==> config.mk <==
export PLATFORM = sky130hd
export DESIGN_NAME = scalar_kalman_filter
export DESIGN_NICKNAME = d
export VERILOG_FILES = /design/src/hw/rtl/skf_pkg.sv /design/src/hw/rtl/skf_ctrl.sv /design/src/hw/rtl/skf_dp.sv /design/src/hw/rtl/scalar_kalman_filter.sv
export SDC_FILE = /design/constraint.sdc
export NUM_CORES = 2
export LEC_CHECK = 0
export CAP_MARGIN = 20
export CORE_ASPECT_RATIO = 2
export CORE_MARGIN = 10
export CORE_UTILIZATION = 40
export CTS_CLUSTER_DIAMETER = 100
export DETAILED_ROUTE_END_ITERATION = 7
export DONT_BUFFER_PORTS = 1
export PLACE_DENSITY_LB_ADDON = 0.2
export SKIP_LAST_GASP = 1
export SLEW_MARGIN = 30
export SYNTH_ARGS = -nofsm -noshare
export SYNTH_HDL_FRONTEND = slang
export SYNTH_SLANG_ARGS = --single-unit
==> constraint.sdc <==
create_clock -name clk -period 10.7 [get_ports clk]
set_input_delay 2.14 -clock clk [delete_from_list [all_inputs] [get_ports clk]]
set_output_delay 2.14 -clock clk [all_outputs]
set_load 0.02 [all_outputs]
==> src/hw/rtl/skf_pkg.sv <==
// Shared types and constants for the scalar Kalman filter.
package skf_pkg;

  localparam int DATA_W     = 32;
  localparam int COV_W      = 31;
  localparam int DIFF_W     = DATA_W + 1;
  localparam int CFG_IDX_W  = 8;
  localparam int CFG_DATA_W = 32;

  localparam logic [CFG_IDX_W-1:0] REG_PROCESS_NOISE      = 8'd0;
  localparam logic [CFG_IDX_W-1:0] REG_MEASUREMENT_NOISE  = 8'd1;
  localparam logic [CFG_IDX_W-1:0] REG_INITIAL_ESTIMATE   = 8'd2;
  localparam logic [CFG_IDX_W-1:0] REG_INITIAL_COVARIANCE = 8'd3;

  localparam logic [COV_W-1:0]  RST_PROCESS_NOISE      = 31'd6554;
  localparam logic [COV_W-1:0]  RST_MEASUREMENT_NOISE  = 31'd6554;
  localparam logic [DATA_W-1:0] RST_INITIAL_ESTIMATE   = 32'd0;
  localparam logic [COV_W-1:0]  RST_INITIAL_COVARIANCE = 31'd6554;

  localparam logic [COV_W-1:0] COV_MAX = {COV_W{1'b1}};

  typedef struct packed {
    logic load;
    logic prep;
    logic div_step;
    logic mul;
    logic upd;
  } skf_cmd_t;

  typedef struct packed {
    logic bypass;
    logic full_gain;
  } skf_stat_t;

endpackage

==> src/hw/rtl/skf_ctrl.sv <==
// Controller state machine that sequences one sample through the datapath.
module skf_ctrl #(
  parameter int GAIN_FRAC_BITS = 16
) (
  input  logic               clk,
  input  logic               rst_n,
  input  logic               in_valid,
  output logic               in_ready,
  output logic               out_valid,
  input  logic               out_ready,
  input  skf_pkg::skf_stat_t stat,
  output skf_pkg::skf_cmd_t  cmd
);

  localparam int CW = $clog2(GAIN_FRAC_BITS);
  localparam logic [CW-1:0] CNT_LAST = CW'(GAIN_FRAC_BITS - 1);

  localparam logic [2:0] S_IDLE = 3'd0;
  localparam logic [2:0] S_PREP = 3'd1;
  localparam logic [2:0] S_DIV  = 3'd2;
  localparam logic [2:0] S_MUL  = 3'd3;
  localparam logic [2:0] S_UPD  = 3'd4;

  logic [2:0]    state_r, state_nxt;
  logic [CW-1:0] cnt_r, cnt_nxt;
  logic          out_vld_r, out_vld_nxt;

  always_comb begin
    state_nxt = state_r;
    cnt_nxt   = cnt_r;
    cmd       = '0;
    in_ready  = 1'b0;
    unique case (state_r)
      S_IDLE: begin
        in_ready = 1'b1;
        if (in_valid) begin
          cmd.load  = 1'b1;
          state_nxt = S_PREP;
        end
      end
      S_PREP: begin
        cmd.prep = 1'b1;
        cnt_nxt  = '0;
        priority if (stat.bypass) begin
          state_nxt = S_UPD;
        end else if (stat.full_gain) begin
          state_nxt = S_MUL;
        end else begin
          state_nxt = S_DIV;
        end
      end
      S_DIV: begin
        cmd.div_step = 1'b1;
        cnt_nxt      = cnt_r + 1'b1;
        if (cnt_r == CNT_LAST) begin
          state_nxt = S_MUL;
        end
      end
      S_MUL: begin
        cmd.mul   = 1'b1;
        state_nxt = S_UPD;
      end
      S_UPD: begin
        if (!out_vld_r || out_ready) begin
          cmd.upd   = 1'b1;
          state_nxt = S_IDLE;
        end
      end
      default: begin
        state_nxt = S_IDLE;
      end
    endcase
  end

  always_comb begin
    priority if (cmd.upd) begin
      out_vld_nxt = 1'b1;
    end else if (out_ready) begin
      out_vld_nxt = 1'b0;
    end else begin
      out_vld_nxt = out_vld_r;
    end
  end

  always_ff @(posedge clk) begin
    if (!rst_n) begin
      state_r   <= S_IDLE;
      cnt_r     <= '0;
      out_vld_r <= 1'b0;
    end else begin
      state_r   <= state_nxt;
      cnt_r     <= cnt_nxt;
      out_vld_r <= out_vld_nxt;
    end
  end

  assign out_valid = out_vld_r;

endmodule

==> src/hw/rtl/skf_dp.sv <==
// Datapath: configuration registers, filter state, gain divider and multipliers.
module skf_dp #(
  parameter int GAIN_FRAC_BITS = 16
) (
  input  logic                                   clk,
  input  logic                                   rst_n,
  input  logic                                   cfg_we,
  input  logic [skf_pkg::CFG_IDX_W-1:0]          cfg_index,
  input  logic [skf_pkg::CFG_DATA_W-1:0]         cfg_data,
  input  logic [skf_pkg::DATA_W-1:0]             in_measurement,
  input  logic                                   in_start_of_run,
  input  skf_pkg::skf_cmd_t                      cmd,
  output skf_pkg::skf_stat_t                     stat,
  output logic [skf_pkg::DATA_W-1:0]             out_filtered_value,
  output logic [GAIN_FRAC_BITS:0]                out_kalman_gain,
  output logic                                   out_fault
);

  localparam int DW  = skf_pkg::DATA_W;
  localparam int PW  = skf_pkg::COV_W;
  localparam int FW  = skf_pkg::DIFF_W;
  localparam int GW  = GAIN_FRAC_BITS + 1;
  localparam int SPW = FW + GW;
  localparam int CPW = PW + GW;
  localparam int SW  = DW + 2;
  localparam logic [GW-1:0] ONE_GAIN = GW'(1) << GAIN_FRAC_BITS;
  localparam logic [SW-1:0] EST_MAX  = SW'({1'b0, {(DW-1){1'b1}}});
  localparam logic [SW-1:0] EST_MIN  = {{3{1'b1}}, {(DW-1){1'b0}}};

  logic [PW-1:0] q_r, r_r, p0_r;
  logic [DW-1:0] x0_r;
  logic [DW-1:0] est_r;
  logic [PW-1:0] cov_r;
  logic          fault_r;

  logic [DW-1:0]  z_r;
  logic           sor_r;
  logic [PW-1:0]  p1_r;
  logic [DW-1:0]  den_r;
  logic [DW:0]    rem_r;
  logic [GW-1:0]  gain_r;
  logic [FW-1:0]  diff_r;
  logic           byp_r;
  logic           neg_r;
  logic [SPW-1:0] pstep_r;
  logic [CPW-1:0] pcov_r;
  logic [DW-1:0]  oest_r;
  logic [GW-1:0]  ogain_r;
  logic           ofault_r;

  logic [DW-1:0] est_w;
  logic [PW-1:0] cov_w;
  logic          fault_w;
  logic [DW-1:0] p1_sum;
  logic [PW-1:0] p1_w;
  logic [DW-1:0] den_w;
  logic          den_zero;
  logic [FW-1:0] diff_w;
  logic [DW:0]   rem2;
  logic          ge;
  logic [FW-1:0] mag;
  logic [FW-1:0] step;
  logic [SW-1:0] sum;
  logic [DW-1:0] est_new;
  logic [PW-1:0] cov_new;

  always_comb begin
    est_w    = sor_r ? x0_r : est_r;
    cov_w    = sor_r ? p0_r : cov_r;
    fault_w  = sor_r ? 1'b0 : fault_r;
    p1_sum   = {1'b0, cov_w} + {1'b0, q_r};
    p1_w     = p1_sum[DW-1] ? skf_pkg::COV_MAX : p1_sum[PW-1:0];
    den_w    = {1'b0, p1_w} + {1'b0, r_r};
    den_zero = (den_w == '0);
    diff_w   = {z_r[DW-1], z_r} - {est_w[DW-1], est_w};
    stat.bypass    = fault_w || den_zero;
    stat.full_gain = ({1'b0, p1_w} >= den_w);
  end

  always_comb begin
    rem2 = {rem_r[DW-1:0], 1'b0};
    ge   = (rem2 >= {1'b0, den_r});
    mag  = diff_r[FW-1] ? (FW'(0) - diff_r) : diff_r;
  end

  always_comb begin
    step = pstep_r[GAIN_FRAC_BITS +: FW];
    sum  = {est_r[DW-1], est_r[DW-1], est_r} +
           (neg_r ? (SW'(0) - {1'b0, step}) : {1'b0, step});
    priority if (sum[SW-1:DW-1] == '0 || sum[SW-1:DW-1] == '1) begin
      est_new = sum[DW-1:0];
    end else if (sum[SW-1]) begin
      est_new = EST_MIN[DW-1:0];
    end else begin
      est_new = EST_MAX[DW-1:0];
    end
    cov_new = pcov_r[GAIN_FRAC_BITS +: PW];
  end

  always_ff @(posedge clk) begin
    if (!rst_n) begin
      q_r     <= skf_pkg::RST_PROCESS_NOISE;
      r_r     <= skf_pkg::RST_MEASUREMENT_NOISE;
      x0_r    <= skf_pkg::RST_INITIAL_ESTIMATE;
      p0_r    <= skf_pkg::RST_INITIAL_COVARIANCE;
      est_r   <= '0;
      cov_r   <= '0;
      fault_r <= 1'b0;
    end else begin
      if (cfg_we) begin
        unique case (cfg_index)
          skf_pkg::REG_PROCESS_NOISE:      q_r  <= cfg_data[PW-1:0];
          skf_pkg::REG_MEASUREMENT_NOISE:  r_r  <= cfg_data[PW-1:0];
          skf_pkg::REG_INITIAL_ESTIMATE:   x0_r <= cfg_data[DW-1:0];
          skf_pkg::REG_INITIAL_COVARIANCE: p0_r <= cfg_data[PW-1:0];
          default: begin
          end
        endcase
      end
      if (cmd.prep) begin
        est_r   <= est_w;
        cov_r   <= cov_w;
        fault_r <= fault_w || den_zero;
      end else if (cmd.upd && !byp_r) begin
        est_r <= est_new;
        cov_r <= cov_new;
      end
    end
  end

  always_ff @(posedge clk) begin
    if (cmd.load) begin
      z_r   <= in_measurement;
      sor_r <= in_start_of_run;
    end
    if (cmd.prep) begin
      p1_r   <= p1_w;
      den_r  <= den_w;
      rem_r  <= {2'b00, p1_w};
      diff_r <= diff_w;
      byp_r  <= stat.bypass;
      priority if (stat.bypass) begin
        gain_r <= '0;
      end else if (stat.full_gain) begin
        gain_r <= ONE_GAIN;
      end else begin
        gain_r <= '0;
      end
    end
    if (cmd.div_step) begin
      rem_r  <= ge ? (rem2 - {1'b0, den_r}) : rem2;
      gain_r <= {gain_r[GW-2:0], ge};
    end
    if (cmd.mul) begin
      neg_r   <= diff_r[FW-1];
      pstep_r <= SPW'(mag) * SPW'(gain_r);
      pcov_r  <= CPW'(p1_r) * CPW'(ONE_GAIN - gain_r);
    end
    if (cmd.upd) begin
      oest_r   <= byp_r ? est_r : est_new;
      ogain_r  <= gain_r;
      ofault_r <= fault_r;
    end
  end

  assign out_filtered_value = oest_r;
  assign out_kalman_gain    = ogain_r;
  assign out_fault          = ofault_r;

endmodule

==> src/hw/rtl/scalar_kalman_filter.sv <==
// Top level of the scalar Kalman filter: controller, datapath and port packing.
//
// Measurements arrive on the in_ stream (tdata = signed Q16.16 sample, tuser =
// start of run) and one result leaves on the out_ stream for every input
// transfer (tdata = filtered estimate in the low 32 bits, then the Q1.16 gain;
// tuser = sticky fault). The cfg_ channel writes the four noise and initial
// value registers by index; it is always ready, and the user must write it only
// while idle; the block itself does not enforce this. In the general case a
// result passes through one setup step, one restoring divider step per gain
// bit (GAIN_FRAC_BITS steps), one multiply step and one update step. With
// unity gain the divider is skipped; in fault or with a zero denominator only
// setup and update run. The divider sets the sample rate: the block takes one
// sample at a time and accepts the next one in the cycle after the result has
// been moved into the output register.
// Reset restores the register defaults, clears estimate, covariance and fault,
// and empties the output register. When the receiver stalls, the result is held
// in the output register and the next sample waits in the update step.
module scalar_kalman_filter #(
  parameter int GAIN_FRAC_BITS = 16
) (
  input  logic                                 clk,
  input  logic                                 rst_n,
  input  logic                                 in_tvalid,
  output logic                                 in_tready,
  input  logic [31:0]                          in_tdata,   // measurement
  input  logic                                 in_tuser,   // start_of_run
  output logic                                 out_tvalid,
  input  logic                                 out_tready,
  output logic [((32+GAIN_FRAC_BITS+1+7)/8)*8-1:0] out_tdata, // filtered_value, kalman_gain
  output logic                                 out_tuser,  // fault
  input  logic                                 cfg_valid,
  output logic                                 cfg_ready,
  input  logic [skf_pkg::CFG_IDX_W-1:0]        cfg_index,
  input  logic [skf_pkg::CFG_DATA_W-1:0]       cfg_data
);

  localparam int OUT_W = ((32 + GAIN_FRAC_BITS + 1 + 7) / 8) * 8;

  skf_pkg::skf_cmd_t          cmd;
  skf_pkg::skf_stat_t         stat;
  logic [skf_pkg::DATA_W-1:0] filtered_value;
  logic [GAIN_FRAC_BITS:0]    kalman_gain;

  assign cfg_ready = 1'b1;

  skf_ctrl #(
    .GAIN_FRAC_BITS(GAIN_FRAC_BITS)
  ) u_ctrl (
    .clk      (clk),
    .rst_n    (rst_n),
    .in_valid (in_tvalid),
    .in_ready (in_tready),
    .out_valid(out_tvalid),
    .out_ready(out_tready),
    .stat     (stat),
    .cmd      (cmd)
  );

  skf_dp #(
    .GAIN_FRAC_BITS(GAIN_FRAC_BITS)
  ) u_dp (
    .clk               (clk),
    .rst_n             (rst_n),
    .cfg_we            (cfg_valid && cfg_ready),
    .cfg_index         (cfg_index),
    .cfg_data          (cfg_data),
    .in_measurement    (in_tdata),
    .in_start_of_run   (in_tuser),
    .cmd               (cmd),
    .stat              (stat),
    .out_filtered_value(filtered_value),
    .out_kalman_gain   (kalman_gain),
    .out_fault         (out_tuser)
  );

  assign out_tdata = OUT_W'({kalman_gain, filtered_value});

endmodule

* Word level (Yosys, flattened, before mapping)
Index checks and enable logic that the tools add are counted.
** Word-level totals
- Flip-flop bits (word level) :: 523
- Word-level logic and storage cells :: 105
- Input bits :: 78
- Output and inout bits :: 60
** Operators by class
- Multipliers :: 2
- Magnitude comparators :: 2
- $add $sub $neg :: 9
- Equal/unequal tests :: 12
- Reduce and logical (&&, ||, !) cells :: 19
- Mux-type cells :: 37
** Operators by type and width (count)
- 2-to-1 mux 32 bit :: 9
- 2-to-1 mux 31 bit :: 4
- 2-to-1 mux 17 bit :: 4
- adder 31 x 31 -> 32 bit :: 2
- multiplier 33 x 17 -> 49 bit :: 1
- multiplier 31 x 48 -> 47 bit :: 1
- adder 34 bit :: 1
- 2-to-1 mux 34 bit :: 1
- subtractor 1 x 33 -> 34 bit, first input constant :: 1
- >= comparator 33 x 32 -> 1 bit :: 1
- 2-to-1 mux 33 bit :: 1
- subtractor 1 x 33 -> 33 bit, first input constant :: 1
- subtractor 32 x 32 -> 33 bit :: 1
- >= comparator 31 x 32 -> 1 bit :: 1
- zero test 32 bit :: 1
- subtractor 32 bit :: 1
- subtractor 17 x 17 -> 18 bit, first input constant :: 1
- == test 8 x 2 -> 1 bit, second input constant :: 2
- case mux 3 bit (5 select lines) :: 1
- 2-to-1 mux 1 bit :: 12
- 2-to-1 mux 3 bit :: 4
- == test 8 x 1 -> 1 bit, second input constant :: 1
- zero test 8 bit :: 1
- case mux 4 bit (2 select lines) :: 1
- other kinds (14) :: 27

* Longest topological paths before layout
- Depth in word-level cells :: 9
- Mapped depth :: 35
- Depth with buffers taken out :: 33

* Hierarchy
From an unflattened synthesis, not the netlist that was laid out.
** Unflattened totals
- Cells, all modules :: 7007
- Area, all modules :: 62912.8 sq um
** By module, submodules not included
- skf_dp :: instances 1, cells an instance 6950, area each 62419.9 sq um
- skf_ctrl :: instances 1, cells an instance 47, area each 425.4 sq um
- scalar_kalman_filter :: instances 1, cells an instance 10, area each 67.6 sq um

* Worst setup path after synthesis
No wires, ideal clock.
- Path kind :: register to register
- Start :: register u_dp.gain_r[3]
- End :: register u_dp.pcov_r[45] (data pin)
- Buffers on the path :: 4
- Clock period less this slack :: 9160 ps
- Cell stages (with the launch flop) :: 31
- Slack :: 1540 ps
- Setup time :: 258 ps
- Required time :: 10442 ps
- Arrival time :: 8903 ps
- Path through :: edfxtp_1 -> clkbuf_1 -> or4_1 -> nor3_1 -> nand2_1 -> nor2_1 -> a21boi_0 -> clkbuf_1 -> and2_1 -> fa_1 -> inv_1 -> fa_1 -> clkbuf_1 -> xor2_1 -> xor2_1 -> fa_1 -> buf_1 -> clkinv_1 -> fa_1 -> inv_1 -> fa_1 -> fa_1 -> fa_1 -> inv_1 -> ha_1 -> and3_1 -> a311oi_1 -> nand2_1 -> a211o_1 -> a21oi_1 -> xnor2_1
** Between the ends
- Longest elaborated chain between the ends :: 2
** RTL lines
- start, declared :: line skf_dp.sv:41 : logic [GW-1:0] gain_r;
- start signal, assigned :: line skf_dp.sv:152 : gain_r <= {gain_r[GW-2:0], ge};
- subtractor 17 x 17 -> 18 bit :: line skf_dp.sv:157 : pcov_r <= CPW'(p1_r) * CPW'(ONE_GAIN - gain_r);
- multiplier 31 x 48 -> 47 bit :: line skf_dp.sv:157
- end signal, assigned :: line skf_dp.sv:157
- end, declared :: line skf_dp.sv:46 : logic [CPW-1:0] pcov_r;
No other way between the ends.
A chain may end at the register's enable or synchronous reset.

* Worst setup path in the final report
- Start :: register u_dp.sor_r
- End :: register u_ctrl.state_r[0]
** Between the ends
- Longest elaborated chain between the ends :: 8
- Elaborated cells between the ends (all ways) :: 11
- Classes of those cells :: add/sub: 2; order compare: 1; mux: 6; reduce/logical: 2
** RTL lines
- start, declared :: line skf_dp.sv:37 : logic sor_r;
- start signal, assigned :: line skf_dp.sv:134 : sor_r <= in_start_of_run;
- 2-to-1 mux 31 bit * :: line skf_dp.sv:69 : cov_w = sor_r ? p0_r : cov_r;
- adder 31 x 31 -> 32 bit * :: line skf_dp.sv:71 : p1_sum = {1'b0, cov_w} + {1'b0, q_r};
- 2-to-1 mux 31 bit * :: line skf_dp.sv:72 : p1_w = p1_sum[DW-1] ? skf_pkg::COV_MAX : p1_sum[PW-1:0];
- named net u_dp.p1_w[9] :: line skf_dp.sv:55 : logic [PW-1:0] p1_w;
- adder 31 x 31 -> 32 bit :: line skf_dp.sv:73 : den_w = {1'b0, p1_w} + {1'b0, r_r};
- >= comparator 31 x 32 -> 1 bit or zero test 32 bit (tied branches) :: line skf_dp.sv:77, skf_dp.sv:74
- 2-to-1 mux 1 bit or logical OR 1 bit (tied branches) :: line skf_ctrl.sv:46, skf_dp.sv:76
- 2-to-1 mux 3 bit * :: line skf_ctrl.sv:44 : priority if (stat.bypass) begin
- case mux 3 bit (5 select lines) * :: line skf_ctrl.sv:33 : unique case (state_r)
- end signal, assigned :: line skf_ctrl.sv:91 : state_r <= state_nxt;
- end, declared :: line skf_ctrl.sv:24 : logic [2:0] state_r, state_nxt;
Mark *: on every way through the listed nets, which the timed path passes. The rest lies on a longest branch.

==> results.py <==
metrics = {
    "sta": {
        "hold_ws_ns": 0.461,
        "min_period_over_period_pct": 94.3,
        "grt_setup_unrepaired": "no",
        "slew_viol_final": 0,
        "fmax_mhz": 99.1,
        "slew-limit-headroom_pct": 27.8,
        "setup_skew_after_layout_ns": 0.0624,
        "worst_pin_slew_ns": 1.07,
        "timing.final.hold_violations": 0,
        "post-route-min-period_ns": 10.09,
        "worst_slack_ns": 0.606,
        "setup_violations": 0,
        "final.setup.tns_ns": 0,
    },
    "critical_path": {
        "worst-endpoint-arrival_ns": 10.63,
        "regToRegStartpoint": "u_dp.sor_r$_DFFE_PP_",
        "timing.critical_path.slowest_stage_cell": "o21ai_0",
        "critical_path_buf_inv_count": 3,
        "worst_path_most_repeated_cell": "o21ai_0",
        "crit_type": "flip-flop to flip-flop",
        "cp-start-kind": "flip-flop",
        "cp_top_family": "compound AO/OA/AOI/OAI gates",
        "critical_path_required_ns": 11.23,
        "reg2reg_slack_ns": 0.61,
        "critPathMaxFanout": 26,
        "critical_path.reg2reg.endpoint": "u_ctrl.state_r[0]$_SDFFE_PN0P_",
        "register_to_register_path_depth": 30,
        "crit_path_max_incr_delay_ns": 0.84,
        "crit_path_end_kind": "flip-flop",
    },
    "global_routing": {
        "global_route_wire_length_before_repair_um": 340000,
        "global_route.usage.total_pct": 24.9,
        "grt_antenna_before_repair": 28,
        "grt_start_max_net_pins": 198,
        "first_global_vias": 55464,
        "grt_overflow": 0,
    },
    "synth": {
        "yosys_warnings": 0,
        "synth_top_cell_by_area": "fa_1",
        "syn_area_per_cell_um2": 9.18,
        "yosys-top-cells-area": "fa_1 (32%), edfxtp_1 (13%), ha_1 (8.6%)",
        "ys_seq_area_share_pct": 19.2,
        "post-synth-top-count-cell": "inv_1",
        "synth_top_cells_by_count": "inv_1 (1225), nand2_1 (1172), fa_1 (1062)",
        "synth_flop_cell": "edfxtp_1",
        "synth_enable_flop_cells": 294,
        "synthDominantCellAreaShare_pct": 31.9,
        "synth-seq-cells": 491,
        "async_set_or_reset_register_ratio_after_synthesis_pct": 0,
        "synth_cell_type_count": 78,
        "synthesis.area_um2": 66700,
        "syn-instance-count": 7262,
    },
    "place": {
        "io_buffer_count": 0,
        "place_congestion": 0.988,
        "dp.final_hpwl_um": 185000,
        "placement.setup.worst_slack_ns": 0.911,
    },
    "route": {
        "drtAntennaViolNets": 0,
        "drt-wirelength-per-cell_um": 24.9,
        "detail_route.vias_per_cell": 5.52,
        "drt_iter0_drc": 2926,
        "route.detailed.drc": 0,
        "dr.pass1.iters": 8,
        "route.final.wire_length_um": 231000,
        "dr_total_vias": 51245,
    },
    "floorplan": {
        "fp-row-count": 211,
        "fp.coreArea_um2": 166000,
        "initial_core_util_pct": 40.3,
        "chipHeight_um": 597,
        "io_pins": 138,
        "floorplan.die.width_um": 309,
        "fp.dieArea_um2": 184000,
    },
    "clock_network": {
        "cts-htree-levels": 2,
        "holdBufCountCts": 0,
        "cts_tree": "built",
        "post_cts.repair.setup_buffers": 0,
        "cts_made_buffers": 54,
        "clkLatencyLatePin_ns": 0.69,
        "max-clock-path-buffers": 3,
        "clockRootBuffer": "clkbuf_16",
        "cts_sinks": 491,
        "count_of_cells_resized_by_post_cts_repair": 0,
        "clk_pin_slew_worst_paths_ns": 0.07,
    },
    "finish": {
        "layout.nets": 8702,
        "post_route_cells_drive_above_1_share_pct": 4.30,
        "register_area_um2": 12800,
        "areaGrowthSynthToFinish_pct": 6.61,
        "multi_input_comb_area_um2": 48200,
        "fill_cells": 16178,
    },
    "outcome": {
        "run_status": "complete, no violations",
    },
    "min_path": {
        "worst_hold_startpoint": "u_dp.cov_r[23]$_SDFFE_PN0P_",
        "worst_hold_path_type": "flip-flop to flip-flop",
        "min_to": "u_dp.cov_r[23]$_SDFFE_PN0P_",
        "hold_path_depth": 2,
    },
    "job": {
        "maxCapViolations": 0,
    },
}
[routing by layer]
| metal | up-vias | GRT usage (%) | wire, um |
|---|---|---|---|
| li1 | 22679 | - | - |
| met1 | 26070 | 22.6 | 70600 |
| met2 | 1668 | 47.3 | 125000 |
| met3 | 826 | 2.95 | 9800 |
| met4 | 2 | 23.1 | 25700 |
| met5 | - | 0 | 14 |
[cell families after synthesis]
kind of cell,after synthesis,synth area share [%]
muxes,76,1.21
adders and majority gates,1523,40.5
other,2,0.0113
DFF,491,19.2
buffers and inverters,1573,8.91
and+or+nand+nor,2221,15.5
AOI/OAI and AO/OA,1069,10.6
xor gates and xnor gates,307,4.03
[area by class of cell]
| class | count | share of cell area, % |
|---|---|---|
| clock inverter | 29 | 0.414 |
| tap | 2130 | 3.75 |
| timing repair buffer | 123 | 1.34 |
| multi-input combinational | 5204 | 67.8 |
| antenna | 11 | 0.0387 |
| sequential | 491 | 18.0 |
| inverter | 1227 | 6.49 |
| clock buffer | 70 | 2.19 |
[through the flow]
step / utilization, % / area [um2] / std cells
after global placement: 41.8 / 69100 / 9170
final: 43.0 / 71100 / 9285
after floorplan: - / 66700 / 7268
after global routing: 42.9 / 71100 / 9280
after detailed placement: 41.8 / 69200 / 9172
after CTS: 42.9 / 71000 / 9271
[worst max path at each step]
| stage | cells after the start | to | startpoint |
|---|---|---|---|
| 2_1_floorplan | 30 | u_dp.pcov_r[45]$_DFFE_PN_ | u_dp.gain_r[3]$_SDFFCE_PN0P_ |
| 3_3_place_gp | 29 | u_ctrl.state_r[0]$_SDFFE_PN0P_ | u_dp.sor_r$_DFFE_PP_ |
| 3_5_place_dp | 29 | u_ctrl.state_r[0]$_SDFFE_PN0P_ | u_dp.sor_r$_DFFE_PP_ |
| 4_1_cts | 29 | u_ctrl.state_r[0]$_SDFFE_PN0P_ | u_dp.sor_r$_DFFE_PP_ |
| 5_1_grt | 29 | u_ctrl.state_r[0]$_SDFFE_PN0P_ | u_dp.sor_r$_DFFE_PP_ |
| 6_report | 30 | u_ctrl.state_r[0]$_SDFFE_PN0P_ | u_dp.sor_r$_DFFE_PP_ |
[worst register-to-register path, delay by kind of cell, from the launching register on]
family | cells | cell delay, ns
flip-flops | 1 | 0.68
multiplexers | 1 | 0.42
adder cells (fa/ha/maj) | 3 | 1.11
buffers and inverters | 3 | 0.81
AND/OR/NAND/NOR | 3 | 0.56
AO/OA/AOI/OAI | 19 | 6.22
XOR/XNOR | 1 | 0.18
[layout by cell type (no fill, tap or decap), types with 17 or more instances in the layout]
master,netlist,routed
and2_1,424,422
a21boi_0,148,147
nand2_1,1172,1171
dfxtp_1,197,197
nand2b_1,51,51
a21oi_1,266,264
mux2i_1,41,41
nor2b_1,55,54
o21ai_0,178,177
and3_1,51,51
a22oi_1,33,33
fa_1,1062,1062
a21o_1,107,107
buf_4,8,118
a31oi_1,17,17
inv_1,1225,1223
o21bai_1,25,25
nor3_1,54,51
o21a_1,53,53
mux2_2,35,35
ha_1,461,461
nand4_1,21,21
clkbuf_16,0,60
a211oi_1,45,45
nor2_1,219,214
xor2_1,79,75
edfxtp_1,294,294
xnor2_1,228,218
o31a_1,28,28
o31ai_1,33,32
nand3_1,77,77
or4_1,17,17
or3_1,24,24
[sequential cells by signal, indices dropped and copies added (netlist names)]
signal	flops
u_dp.est_r	32
u_dp.z_r	32
u_dp.out_filtered_value	32
u_ctrl.state_r	3
u_dp.rem_r	32
u_dp.x0_r	32
u_dp.out_kalman_gain	17
u_dp.sor_r	1
u_dp.pcov_r	31
u_dp.q_r	31
u_ctrl.cnt_r	4
u_dp.neg_r	1
u_dp.pstep_r	33
u_ctrl.out_valid	1
u_dp.diff_r	33
u_dp.cov_r	31
u_dp.p0_r	31
u_dp.den_r	32
u_dp.r_r	31
u_dp.byp_r	1
u_dp.fault_r	1
u_dp.gain_r	17
u_dp.out_fault	1
u_dp.p1_r	31
Power is left out: the tool's default activity adds up to more than one toggle a clock period on the data nets, which glitch-free logic cannot reach.
